### src/pit_pkg.sv
// Shared types and constants for the path interning trie.
// Used by every module under src except pit_ram; depends on nothing.
package pit_pkg;

    localparam int NODE_SLOTS_DEF = 1024;
    localparam int EDGE_SLOTS_DEF = 2048;
    localparam int ID_WIDTH_DEF   = 32;
    localparam int MAX_DEPTH_DEF  = 32;

    // guard counter holds up to MAX_DEPTH + 1 for MAX_DEPTH <= 64
    localparam int KW = 7;

    localparam logic [63:0] HASH_K1 = 64'h9E3779B97F4A7C15;
    localparam logic [63:0] HASH_K2 = 64'hC2B2AE3D27D4EB4F;

    localparam logic [2:0] OP_INTERN   = 3'd0;
    localparam logic [2:0] OP_PARENT   = 3'd1;
    localparam logic [2:0] OP_ANCESTOR = 3'd2;
    localparam logic [2:0] OP_HAS      = 3'd3;
    localparam logic [2:0] OP_SHARES   = 3'd4;
    localparam logic [2:0] OP_MAT      = 3'd5;

    localparam logic [1:0] ST_OK   = 2'd0;
    localparam logic [1:0] ST_FULL = 2'd1;
    localparam logic [1:0] ST_BAD  = 2'd2;
    localparam logic [1:0] ST_DEEP = 2'd3;

    typedef struct packed {
        logic [2:0]  operation;
        logic [9:0]  first_handle;
        logic [9:0]  second_handle;
        logic [31:0] tail_value;
        logic [5:0]  first_depth;
        logic [5:0]  second_depth;
    } t_in_item;

    typedef struct packed {
        logic [9:0]  result_handle;
        logic        flag;
        logic [31:0] out_tail;
        logic [4:0]  position;
        logic        last;
        logic [1:0]  status;
    } t_out_item;

    typedef enum logic [2:0] {
        E_STATUS, E_A, E_PARENT, E_EDGE, E_NEW, E_MAT
    } t_emit;

    typedef enum logic [1:0] {
        RD_A, RD_B, RD_PAR
    } t_nrd;

    typedef struct packed {
        logic       clr_step;
        logic       lat_in;
        logic       nre;
        t_nrd       nrd;
        logic       a_par;
        logic       b_par;
        logic       tgt_d1;
        logic       tgt_d2;
        logic       tgt_rd;
        logic       k_inc;
        logic       hash_start;
        logic       probe_init;
        logic       probe_next;
        logic       erd;
        logic       set_free;
        logic       free_val;
        logic       alloc;
        logic       emit;
        t_emit      emit_sel;
        logic [1:0] st;
        logic       flag;
    } t_cmd;

    typedef struct packed {
        logic       clr_done;
        logic [2:0] op;
        logic       bad1;
        logic       bad2;
        logic       d1_over;
        logic       d1_zero;
        logic       d2_gt_d1;
        logic       depth_gt_tgt;
        logic       a_eq_b;
        logic       a_zero;
        logic       b_zero;
        logic       guard_over;
        logic       hash_done;
        logic       e_valid;
        logic       e_match;
        logic       probe_last;
        logic       deep;
        logic       full;
        logic       have_free;
        logic       out_free;
        logic       mat_last;
    } t_stat;

endpackage

### src/pit_ctrl.sv
// Controller state machine: sequences intern probes, parent walks and
// materialize output. Drives the datapath through t_cmd; depends on pit_pkg.
module pit_ctrl
    import pit_pkg::*;
(
    input  logic  i_clk,
    input  logic  i_rst_n,
    input  logic  i_in_valid,
    input  t_stat i_stat,
    output t_cmd  o_cmd,
    output logic  o_in_stall
);
    typedef enum logic [4:0] {
        S_CLEAR, S_IDLE, S_DECODE, S_P_EMIT, S_BDEP, S_CLIMB, S_EMIT_A,
        S_EMIT_ST, S_CMP, S_UP_A, S_UP_B, S_MAT, S_HASH, S_PROBE_RD,
        S_PROBE_CHK, S_EMIT_EDGE, S_DEC_RD, S_DEC
    } t_state;

    t_state     r_state, n_state;
    logic [1:0] r_st, n_st;
    logic       r_flag, n_flag;
    logic       r_onb, n_onb;
    t_cmd       cmd;

    always_comb begin
        cmd     = '0;
        n_state = r_state;
        n_st    = r_st;
        n_flag  = r_flag;
        n_onb   = r_onb;
        cmd.st   = r_st;
        cmd.flag = r_flag;
        case (r_state)
            S_CLEAR: begin
                cmd.clr_step = 1'b1;
                if (i_stat.clr_done) begin
                    n_state = S_IDLE;
                end
            end
            S_IDLE: begin
                if (i_in_valid) begin
                    cmd.lat_in = 1'b1;
                    n_state = S_DECODE;
                end
            end
            S_DECODE: begin
                n_st   = ST_OK;
                n_flag = 1'b0;
                n_onb  = 1'b0;
                case (i_stat.op)
                    OP_INTERN: begin
                        if (i_stat.bad1) begin
                            n_st = ST_BAD;
                            n_state = S_EMIT_ST;
                        end else begin
                            cmd.hash_start = 1'b1;
                            n_state = S_HASH;
                        end
                    end
                    OP_PARENT: begin
                        if (i_stat.bad1) begin
                            n_st = ST_BAD;
                            n_state = S_EMIT_ST;
                        end else begin
                            cmd.nre = 1'b1;
                            cmd.nrd = RD_A;
                            n_state = S_P_EMIT;
                        end
                    end
                    OP_ANCESTOR: begin
                        if (i_stat.bad1) begin
                            n_st = ST_BAD;
                            n_state = S_EMIT_ST;
                        end else begin
                            cmd.tgt_d1 = 1'b1;
                            cmd.nre = 1'b1;
                            cmd.nrd = RD_A;
                            n_state = S_CLIMB;
                        end
                    end
                    OP_HAS: begin
                        if (i_stat.bad1 || i_stat.bad2) begin
                            n_st = ST_BAD;
                            n_state = S_EMIT_ST;
                        end else if (i_stat.d2_gt_d1) begin
                            n_state = S_EMIT_ST;
                        end else begin
                            cmd.tgt_d2 = 1'b1;
                            cmd.nre = 1'b1;
                            cmd.nrd = RD_A;
                            n_state = S_CLIMB;
                        end
                    end
                    OP_SHARES: begin
                        if (i_stat.bad1 || i_stat.bad2) begin
                            n_st = ST_BAD;
                            n_state = S_EMIT_ST;
                        end else if (i_stat.a_zero || i_stat.b_zero) begin
                            n_state = S_EMIT_ST;
                        end else begin
                            cmd.nre = 1'b1;
                            cmd.nrd = RD_B;
                            n_state = S_BDEP;
                        end
                    end
                    OP_MAT: begin
                        if (i_stat.bad1) begin
                            n_st = ST_BAD;
                            n_state = S_EMIT_ST;
                        end else if (i_stat.d1_over) begin
                            n_st = ST_DEEP;
                            n_state = S_EMIT_ST;
                        end else if (i_stat.d1_zero) begin
                            n_state = S_IDLE;
                        end else begin
                            cmd.nre = 1'b1;
                            cmd.nrd = RD_A;
                            n_state = S_MAT;
                        end
                    end
                    default: n_state = S_IDLE;
                endcase
            end
            S_P_EMIT: begin
                if (i_stat.out_free) begin
                    cmd.emit = 1'b1;
                    cmd.emit_sel = E_PARENT;
                    n_state = S_IDLE;
                end
            end
            S_BDEP: begin
                // left side climbs to the depth of the right side first
                cmd.tgt_rd = 1'b1;
                cmd.nre = 1'b1;
                cmd.nrd = RD_A;
                n_state = S_CLIMB;
            end
            S_CLIMB: begin
                if (i_stat.depth_gt_tgt) begin
                    cmd.nre = 1'b1;
                    cmd.nrd = RD_PAR;
                    cmd.a_par = !r_onb;
                    cmd.b_par = r_onb;
                end else begin
                    case (i_stat.op)
                        OP_ANCESTOR: n_state = S_EMIT_A;
                        OP_HAS: begin
                            n_flag = i_stat.a_eq_b;
                            n_state = S_EMIT_ST;
                        end
                        default: begin
                            if (!r_onb) begin
                                cmd.tgt_rd = 1'b1;
                                cmd.nre = 1'b1;
                                cmd.nrd = RD_B;
                                n_onb = 1'b1;
                            end else begin
                                n_state = S_CMP;
                            end
                        end
                    endcase
                end
            end
            S_EMIT_A: begin
                if (i_stat.out_free) begin
                    cmd.emit = 1'b1;
                    cmd.emit_sel = E_A;
                    n_state = S_IDLE;
                end
            end
            S_EMIT_ST: begin
                if (i_stat.out_free) begin
                    cmd.emit = 1'b1;
                    cmd.emit_sel = E_STATUS;
                    n_state = S_IDLE;
                end
            end
            S_CMP: begin
                if (i_stat.a_eq_b) begin
                    n_flag = !i_stat.a_zero;
                    n_state = S_EMIT_ST;
                end else if (i_stat.a_zero || i_stat.b_zero || i_stat.guard_over) begin
                    n_flag = 1'b0;
                    n_state = S_EMIT_ST;
                end else begin
                    cmd.nre = 1'b1;
                    cmd.nrd = RD_A;
                    n_state = S_UP_A;
                end
            end
            S_UP_A: begin
                cmd.a_par = 1'b1;
                cmd.nre = 1'b1;
                cmd.nrd = RD_B;
                n_state = S_UP_B;
            end
            S_UP_B: begin
                cmd.b_par = 1'b1;
                cmd.k_inc = 1'b1;
                n_state = S_CMP;
            end
            S_MAT: begin
                if (i_stat.out_free) begin
                    cmd.emit = 1'b1;
                    cmd.emit_sel = E_MAT;
                    if (i_stat.mat_last) begin
                        n_state = S_IDLE;
                    end else begin
                        cmd.nre = 1'b1;
                        cmd.nrd = RD_PAR;
                        cmd.a_par = 1'b1;
                        cmd.k_inc = 1'b1;
                    end
                end
            end
            S_HASH: begin
                if (i_stat.hash_done) begin
                    cmd.probe_init = 1'b1;
                    n_state = S_PROBE_RD;
                end
            end
            S_PROBE_RD: begin
                cmd.erd = 1'b1;
                n_state = S_PROBE_CHK;
            end
            S_PROBE_CHK: begin
                if (!i_stat.e_valid) begin
                    cmd.set_free = 1'b1;
                    cmd.free_val = 1'b1;
                    n_state = S_DEC_RD;
                end else if (i_stat.e_match) begin
                    n_state = S_EMIT_EDGE;
                end else if (i_stat.probe_last) begin
                    cmd.set_free = 1'b1;
                    cmd.free_val = 1'b0;
                    n_state = S_DEC_RD;
                end else begin
                    cmd.probe_next = 1'b1;
                    n_state = S_PROBE_RD;
                end
            end
            S_EMIT_EDGE: begin
                if (i_stat.out_free) begin
                    cmd.emit = 1'b1;
                    cmd.emit_sel = E_EDGE;
                    n_state = S_IDLE;
                end
            end
            S_DEC_RD: begin
                cmd.nre = 1'b1;
                cmd.nrd = RD_A;
                n_state = S_DEC;
            end
            S_DEC: begin
                if (i_stat.deep) begin
                    n_st = ST_DEEP;
                    n_state = S_EMIT_ST;
                end else if (i_stat.full || !i_stat.have_free) begin
                    n_st = ST_FULL;
                    n_state = S_EMIT_ST;
                end else if (i_stat.out_free) begin
                    cmd.alloc = 1'b1;
                    cmd.emit = 1'b1;
                    cmd.emit_sel = E_NEW;
                    n_state = S_IDLE;
                end
            end
            default: n_state = S_IDLE;
        endcase
    end

    always_ff @(posedge i_clk) begin
        if (!i_rst_n) begin
            r_state <= S_CLEAR;
            r_st    <= ST_OK;
            r_flag  <= 1'b0;
            r_onb   <= 1'b0;
        end else begin
            r_state <= n_state;
            r_st    <= n_st;
            r_flag  <= n_flag;
            r_onb   <= n_onb;
        end
    end

    assign o_cmd      = cmd;
    assign o_in_stall = r_state != S_IDLE;
endmodule

### config.mk
export PLATFORM = sky130hd
export DESIGN_NAME = pit_ctrl
export DESIGN_NICKNAME = d
export VERILOG_FILES = /design/src/pit_pkg.sv /design/src/pit_ctrl.sv
export SDC_FILE = /design/constraint.sdc
export NUM_CORES = 1
export LEC_CHECK = 0
export BUFFER_PORTS_ARGS = -buffer_cell sky130_fd_sc_hd__buf_2
export CAP_MARGIN = 20
export CELL_PAD_IN_SITES_DETAIL_PLACEMENT = 0
export CELL_PAD_IN_SITES_GLOBAL_PLACEMENT = 2
export CORE_MARGIN = 4
export CORE_UTILIZATION = 27
export DETAILED_ROUTE_END_ITERATION = 10
export PLACE_DENSITY_LB_ADDON = 0.25
export SYNTH_ARGS = -nofsm -noshare
export SYNTH_HDL_FRONTEND = slang
export SYNTH_SLANG_ARGS = --single-unit
### constraint.sdc
create_clock -name i_clk -period 3.4 [get_ports i_clk]
set_input_delay 0.17 -clock i_clk [delete_from_list [all_inputs] [get_ports i_clk]]
set_output_delay 0.17 -clock i_clk [all_outputs]
set_load 0.005 [all_outputs]
=== Yosys cells after proc, flatten, opt, wreduce, memory -nomap -nowiden ===
Cells that the tools add are included.

* Logic and storage cells: 163
* Input bits: 26
* Register bits after elaboration: 9

* Multiplexer cells: 103
* Reductions and logical operators: 22
* Equality and inequality tests: 34

{| class="wikitable"
|+ Operators by type and width
! kind !! number
|-
| 5-bit 2-to-1 mux || 19
|-
| 5-bit case mux with 15 select lines || 1
|-
| 3-bit 2-to-1 mux || 14
|-
| 5-bit by 4-bit equality test with 1-bit output (second input constant) || 8
|-
| 4-bit 2-to-1 mux || 10
|-
| 2-bit 2-to-1 mux || 17
|-
| 5-bit case mux with 6 select lines || 1
|-
| 1-bit 2-to-1 mux || 29
|-
| 4-bit case mux with 6 select lines || 1
|-
| 5-bit by 3-bit equality test with 1-bit output (second input constant) || 4
|-
| 3-bit case mux with 6 select lines || 1
|-
| 2-bit inequality test (second input constant) || 7
|-
| 3-bit case mux with 4 select lines || 1
|-
| 5-bit by 2-bit equality test with 1-bit output (second input constant) || 2
|-
| 5-bit equality test (second input constant) || 2
|-
| 5-bit case mux with 2 select lines || 1
|-
| 1-bit case mux with 2 select lines || 4
|-
| 2-bit OR reduction || 4
|-
| 7-bit AND reduction || 1
|-
| 3-bit by 2-bit equality test with 1-bit output (second input constant) || 2
|-
| 3-bit equality test (second input constant) || 2
|-
| 3-bit inequality test (second input constant) || 2
|-
| 1-bit case mux with 3 select lines || 2
|-
| 2-bit case mux with 3 select lines || 1
|-
| other kinds (17) || 23
|}

=== Depth between registers and ports, before layout ===
Gate-level depths: netlist (run 1).

* Depth after elaboration: 5
* Mapped depth: 7
* Depth with buffers taken out: 5

=== Least setup slack after synthesis (run 1) ===
No wires, ideal clock.

* Path kind: reg2out
* From: register r_state[0]
* To: output o_cmd[22] (netlist name)
* Path slack: 1.755 ns
* Data arrival time: 1.475 ns
* Path buffers: 2
* Stages on the path, launching flop included: 7
* Path through: dfxtp_1 > buf_2 > clkbuf_1 > nor2_1 > nand2_1 > a21oi_1 > or4_1

{| class="wikitable"
|+ RTL lines
! item !! line !! RTL
|-
| start: declaration || pit_ctrl.sv:19 || <nowiki>t_state r_state, n_state;</nowiki>
|-
| start signal: assignment || pit_ctrl.sv:279 || <nowiki>r_state <= n_state;</nowiki>
|-
| end: declaration || pit_ctrl.sv:10 || <nowiki>output t_cmd o_cmd,</nowiki>
|}

==> impl_results.md, run 1 <==
- Power Density: 208.4 nW/um2
- Post-CTS Hold Fix Bufs: 0
- Status: finished, final reports clean
- Number of global-route vias before repair: roughly 1600
- Count of cell types in the netlist: 60
- DRT iter0 DRCs: 110
- Root Buffer: clkbuf_8
- ANT cells: 0
- Gpl congestion: 0.8273
- Initial cell density of the core: 28.29%
- Num CTS Buffers: 3
- Peak supply drop: between 0.00006 and 0.00007 V
- Share of cells above drive strength 1: between 20% and 30%
- Area after DPL: 1602 um2
- Switch share: 32.52%
- WP data required: 3.23 ns
- Top Ports: between 50 and 60
- Fraction of registers with async set/reset: 0%
- Worst path arrival time: about 2.5 ns
- Resize count post-CTS: 0
- Register area: 180.2 um2
- Slew Limit Fails: 0
- Post-CTS Setup Bufs: 0
- YS warnings: 0
- RSZ-0062 raised after global routing: false
- CP Capture Type: output port
- Sequential power share: 34.4%
- Cells after DPL: slightly above 300
- Number of synthesized flops with an enable pin: 0
- Max capacitance violation total: 0
- Final ANT Viol Nets: 0
- PortBufs: 51
- Multi-input gate area: 1037 um2
- Int Power: 231.5 uW
- FMAX: 379.2 MHz
- Final setup vio count: 0
- CTS Sinks: 9
- Clock skew: 0.003837 ns
- Hold EP: r_flag
- R2R setup slack: about 1.1 ns
- DRC Markers: 0
- Top FF cell, synth: dfxtp_1
- Area of the die: 6211 um2
- Fill count: 557
- Hold/Removal Path Class: input pin to flip-flop
- R2r endpoint: r_state[1]
- Worst-path clk slew: approximately 0.04 ns
- Hold Path Stages: 3
- Mean Syn Cell Area: approximately 6.6 um2
- Wire length per cell: around 16 um
- Final worst path period need: roughly 2.6 ns
- Net switching power: 111.6 uW
- Total GRT Usage: approximately 16%
- M1 WL: approximately 2400 um
- Top-area cell type share of the netlist area: 13.31%
- Final hold vios: 0
- Crit path kind: flip-flop to output port
- Layout Nets: 271
- Post-synthesis sequential area ratio: 13.31%
- Worst Setup Start Kind: flip-flop
- Row count: 25
- Worst-path fanout max: 21
- Clock share of power: ~36%
- Setup TNS: 0 ns
- Area Growth Syn to Fin: 21.63%
- Cells after Synth: 206
- Initial antenna violation count: 0
- Fin crit share: 77.57%
- Max clock buf depth: 2
- Pin count of the biggest net entering global routing: 26
- Top cells by area, synth: dfxtp_1 (13%), nand2_1 (6.9%), o21ai_0 (4.8%)
- TritonCTS clock tree: yes
- Comb power frac: 29.5%
- DRT Pass-1 Iters: 4
- Post-DP HPWL: 3868 um
- Synthesized cell area: 1354 um2
- Hold wc startpoint: i_stat[12]
- Final Total Pwr: between 300 and 400 uW
- First-pass GRT wire length: approximately 8000 um
- Cell area after layout: around 1600 um2
- Reg2reg path depth: 5
- Via count: 1708
- CORE AREA: 4786 um2
- Worst-Margin Slew: about 0.84 ns
- Vias per Instance: 5.492
- Syn_nets: 232
- Die X: 78.81 um
- Number of synthesized register bits: 9
- WL met3: approximately 300 um
- Non-Filler Instances: 311
- Die height: 78.81 um
- Top sig layer: met4
- Final wirelength: 4955 um
- Leak Pwr: roughly 0.00071 uW
- Total gr overflow: 0
- Fin Hold WS: 0.2452 ns
- RR Startpoint: r_state[1]
- Max_slew headroom: between 40% and 50%
- # H-tree levels: 1
- DR WL met2: 2186 um
- Leading area contributor after synthesis: dfxtp_1
- Worst-Skew Late Latency: roughly 0.23 ns
[sequential cells by signal, indices dropped and copies added, names as in the netlist]
signal	flops
r_onb	1
r_flag	1
r_state	5
r_st	2
[cell type report]
| type | instances | area share, % |
|---|---|---|
| inverter | 12 | 2.736 |
| multi-input combinational | 168 | 62.99 |
| timing repair buffer | 51 | 15.50 |
| tap | 67 | 5.091 |
| clock buffer | 4 | 2.736 |
| sequential | 9 | 10.94 |
[cell families (layout without fill, tap and decap cells)]
logic type	Yosys count	after routing	share of synthesized area, %
buf+inv	29	67	10.07
mux	1	1	0.8317
compound gates	57	57	29.94
fa+ha+maj	1	1	0.7394
flops	9	9	13.31
simple gates	108	108	44.46
xor+xnor	1	1	0.6471
[power by group through the flow]
| stage | Combinational (uW) | Sequential, uW | Clock [uW] |
|---|---|---|---|
| after floorplan | 68.9 | 111 | 0 |
| after global placement | 103 | 120 | 0 |
| after detailed placement | 101 | 120 | 0 |
| after CTS | 101 | 118 | 129 |
| after global routing | 113 | 119 | 135 |
| final | 101 | 118 | 124 |
[through the flow]
stage	utilization, %	worst slack, ns
detailed placement	33.46	1.050
floorplan	-	1.755
global route	34.41	0.6063
global placement	33.46	1.043
CTS	34.41	0.7780
finish	34.41	0.7627
[worst max path at each step]
| stage | from | to | slack, ns | cells after the start |
|---|---|---|---|---|
| floorplan | r_state[0] | o_cmd[22] | 1.75 | 6 |
| global placement | r_state[0] | o_cmd[22] | 1.04 | 6 |
| detailed placement | r_state[4] | o_cmd[22] | 1.05 | 6 |
| CTS | r_state[0] | o_cmd[22] | 0.78 | 6 |
| global route | r_state[4] | o_cmd[22] | 0.61 | 6 |
| finish | r_state[0] | o_cmd[22] | 0.76 | 6 |
[critical path, cell delays in order, from the launching register on]
cell      delay [ns]
dfxtp_1         0.74
nor2_1          0.26
and3_1          0.36
nand2b_1        0.22
o22ai_1         0.11
or4_1           0.40
buf_2           0.14
[cell usage in the layout, fill, tap and decap left out, types with 2 or more instances in the layout]
master and n:
a21o_1 3, a21oi_1 9, a221oi_1 2, a22oi_1 2, a31oi_1 2, a32oi_1 2, a41oi_1 2, and3_1 4
buf_2 51, clkbuf_8 3, dfxtp_1 9, inv_1 12, nand2_1 25, nand2b_1 7, nand3_1 8, nand3b_1 2
nand4_1 2, nand4b_1 2, nor2_1 15, nor2b_1 3, nor3_1 10, nor3b_1 4, nor4_1 6, o211ai_1 2
o21ai_0 13, o21bai_1 2, o22ai_1 4, o2bb2ai_1 2, or3_1 5, or4_1 3
[cell usage after synthesis, types with 2 or more instances]
| cell | number |
|---|---|
| nor3_1 | 10 |
| a21oi_1 | 9 |
| and3_1 | 4 |
| nand2_1 | 25 |
| nand2b_1 | 7 |
| nand4b_1 | 2 |
| a221oi_1 | 2 |
| nand4_1 | 2 |
| o21ai_0 | 13 |
| a41oi_1 | 2 |
| clkbuf_1 | 6 |
| a21o_1 | 3 |
| or3_1 | 5 |
| o2bb2ai_1 | 2 |
| inv_1 | 12 |
| a32oi_1 | 2 |
| nor2_1 | 15 |
| a31oi_1 | 2 |
| nand3b_1 | 2 |
| buf_4 | 3 |
| nand3_1 | 8 |
| nor3b_1 | 4 |
| o211ai_1 | 2 |
| nor2b_1 | 3 |
| buf_2 | 6 |
| o22ai_1 | 4 |
| or4_1 | 3 |
| o21bai_1 | 2 |
| nor4_1 | 6 |
| dfxtp_1 | 9 |
| a22oi_1 | 2 |
[per-layer routing]
layer / GRT usage (%) / vias up
met5: 0 / -
met2: 23.60 / 53
li1: - / 845
met3: 2.494 / 10
met4: 7.045 / 0
met1: 22.99 / 800
Power figures use the tool's default switching activity.
==> inputs of run 2 (changes only) <==
CORE_UTILIZATION = 25   (was 27)
clock period = 2.6 ns   (was 3.4 ns; I/O delays follow)
==> impl_results.md, run 2 (synthesis gave the netlist of run 1 again) <==
- RR Startpoint: r_state[2] (was r_state[1])
- Top sig layer: met4 (unchanged)
- Total GRT Usage: 15.96% (was 16.06%)
- Comb power frac: 31.4% (was 29.5%)
- Final wirelength: 5161 um (was 4955 um)
- Worst Setup Start Kind: flip-flop (unchanged)
- Initial cell density of the core: 26.17% (was 28.29%)
- Vias per Instance: 5.384 (was 5.492)
- Row count: 26 (was 25)
- R2R setup slack: 0.40 ns (was 1.10 ns)
- Critical path depth: 6 (unchanged)
- PortBufs: 51 (unchanged)
- DRT iter0 DRCs: 112 (was 110)
- Area of the die: 6656 um2 (was 6211 um2)
- Slowest cell on crit path: dfxtp_1 (unchanged)
- DR WL met2: 2281 um (was 2186 um)
- Clock skew: 0.003626 ns (was 0.003837 ns)
- WP data required: 2.47 ns (was 3.23 ns)
- Max_slew headroom: 53.56% (was 43.97%)
- Hold wc startpoint: i_stat[12] (unchanged)
- Fin crit share: 93.31%
- Wire length per cell: 16.23 um (was 15.93 um)
- Die height: 81.59 um (was 78.81 um)
- Worst-Margin Slew: 0.6957 ns (was 0.8394 ns)
- Number of global-route vias before repair: 1616 (was 1607)
- Root Buffer: clkbuf_8 (unchanged)
- TritonCTS clock tree: yes (unchanged)
- Final worst path period need: 2.426 ns
- CP Capture Type: output port (unchanged)
- Buf/Inv on CP: 1 (unchanged)
- Hold/Removal Path Class: input pin to flip-flop (unchanged)
- Register bank with the most flops: r_state (unchanged)
- Max reg flops: 5 (unchanged)
- WL met3: 275 um (was 292 um)
- M1 WL: 2524 um (was 2357 um)
- Commonest non-fill, non-tap cell in the layout: buf_2 (unchanged)
- Critical Path Start: r_state[2] (was r_state[0])
- Final ANT Viol Nets: 0 (unchanged)
- Sequential power share: 32.5% (was 34.4%)
- Power Density: 275.0 nW/um2 (was 208.4 nW/um2)
- CORE AREA: 5172 um2 (was 4786 um2)
- Worst path arrival time: 2.30 ns (was 2.47 ns)
- Reg2reg path depth: 5 (unchanged)
- Initial antenna violation count: 0 (unchanged)
- Gpl congestion: 0.7909 (was 0.8273)
- Most frequent cells in the layout: buf_2 (51), nand2_1 (25), nor2_1 (15) (unchanged)
- Worst-path fanout max: 22 (was 21)
- Die X: 81.59 um (was 78.81 um)
- Total gr overflow: 0 (unchanged)
- Net switching power: 152.8 uW (was 111.6 uW)
- Final setup vio count: 0 (unchanged)
- Worst-Skew Late Latency: 0.23 ns (about the same)
- Post-DP HPWL: 4054 um (was 3868 um)
- Area Growth Syn to Fin: 24.21% (was 21.63%)
- ANT cells: 0 (unchanged)
- Int Power: 309.6 uW (was 231.5 uW)
- Delay-heaviest family, CP: simple AND/OR/NAND/NOR gates (unchanged)
- Max clock buf depth: 2 (unchanged)
- Peak supply drop: 0.0001680 V (was 0.00006256 V)
- Layout Nets: 275 (was 271)
- Critical Path End: o_cmd[22] (unchanged)
- Post-CTS Hold Fix Bufs: 0 (unchanged)
- Fin Hold WS: 0.2065 ns (was 0.2452 ns)
- Leak Pwr: 0.0007326 uW (was 0.0007126 uW)
- Via count: 1712 (was 1708)
- CTS Sinks: 9 (unchanged)
- FMAX: roughly 410 MHz
- Top Ports: 52 (unchanged)
- # H-tree levels: 1 (unchanged)
- Status: finished, final reports clean (unchanged)
- Share of cells above drive strength 1: 28.23% (was 26.64%)
- Worst-path cell chain: nor2_1 -> and3_1 -> nand2b_1 -> o22ai_1 -> or4_1 -> buf_2 (unchanged)
- Top Registers: r_state (5), r_st (2) (unchanged)
- Final Total Pwr: 462.5 uW (was 343.1 uW)
- Worst-path clk slew: 0.05 ns (was 0.04 ns)
- Crit path kind: flip-flop to output port (unchanged)
- Final hold vios: 0 (unchanged)
- Pin count of the biggest net entering global routing: 24 (was 26)
- CP peak stage delay: 0.76 ns (was 0.74 ns)
- Setup TNS: 0 ns (unchanged)
- First-pass GRT wire length: 8328 um (was 7990 um)
- DRT Pass-1 Iters: 4 (unchanged)
- DRC Markers: 0 (unchanged)
- Clock share of power: 36.2% (was 36.0%)
- Max capacitance violation total: 0 (unchanged)
- Post-CTS Setup Bufs: 0 (unchanged)
- Switch share: 33.05% (was 32.52%)
- RSZ-0062 raised after global routing: false (unchanged)
- R2r endpoint: r_state[1] (unchanged)
- Num CTS Buffers: 3 (unchanged)
- Slew Limit Fails: 0 (unchanged)
-- run 2: changes by cell type in the layout (fill, tap and decap cells not counted) --
| cell | before | now |
|---|---|---|
| buf_4 | 0 | 4 |
| dfxtp_1 | 9 | 8 |
| dfxtp_2 | 0 | 1 |
-- run 2: final cells by class --
| type | instances | area, um2 |
|---|---|---|
| Inverter | 12 | 45.04 |
| Tap cell | 70 | 87.58 |
| Sequential cell | 9 | 181.4 |
| Multi-Input combinational cell | 168 | 1037 |
| Clock buffer | 4 | 45.04 |
| Fill cell | 593 | 3491 |
| Timing Repair Buffer | 55 | 285.3 |
-- run 2: what timing repair did --
action	CTS	global route
endpoints found under the setup margin	0	1
gates resized for setup	0	1
hold endpoints to repair	0	0
-- run 2: per-stage QoR --
| stage | instance area, um2 | util, % | setup slack [ns] | instances |
|---|---|---|---|---|
| 6_report | 1682 | 32.51 | 0.1739 | 318 |
| 3_3_place_gp | 1635 | 31.62 | 0.4103 | 314 |
| 5_1_grt | 1682 | 32.51 | 0.01564 | 318 |
| 3_5_place_dp | 1635 | 31.62 | 0.3943 | 314 |
| 4_1_cts | 1680 | 32.49 | 0.1582 | 318 |
| 2_1_floorplan | 1354 | - | 0.9679 | 206 |
-- run 2: worst min-delay path by stage --
stage / endpoint / slack [ns] / cells past startpoint
after floorplan: o_cmd[8] / 0.29 / 1
after global placement: r_st[1] / 0.43 / 3
after detailed placement: r_state[0] / 0.45 / 3
after CTS: r_state[0] / 0.20 / 3
after global routing: r_flag / 0.22 / 3
final: r_flag / 0.21 / 3
-- run 2: power groups by stage --
stage	combinational, uW	clock [uW]	sequential [uW]
after floorplan	90.2	0	146
after detailed placement	144	0	152
after CTS	145	171	150
final	145	167	150
after global routing	162	180	151
after global placement	148	0	153
-- run 2: routing by layer --
layer / vias to the layer above / global-route usage (%)
met5: - / 0
met4: 0 / 2.990
met1: 800 / 23.41
li1: 852 / -
met3: 8 / 4.167
met2: 52 / 23.37
-- run 2: worst register-to-register path, stage by stage, from the launching register on --
cell and delay (ns):
dfxtp_1 0.76, nor3_1 0.22, nand4b_1 0.27, o21ai_1 0.09, or4_1 0.52, o221a_1 0.23
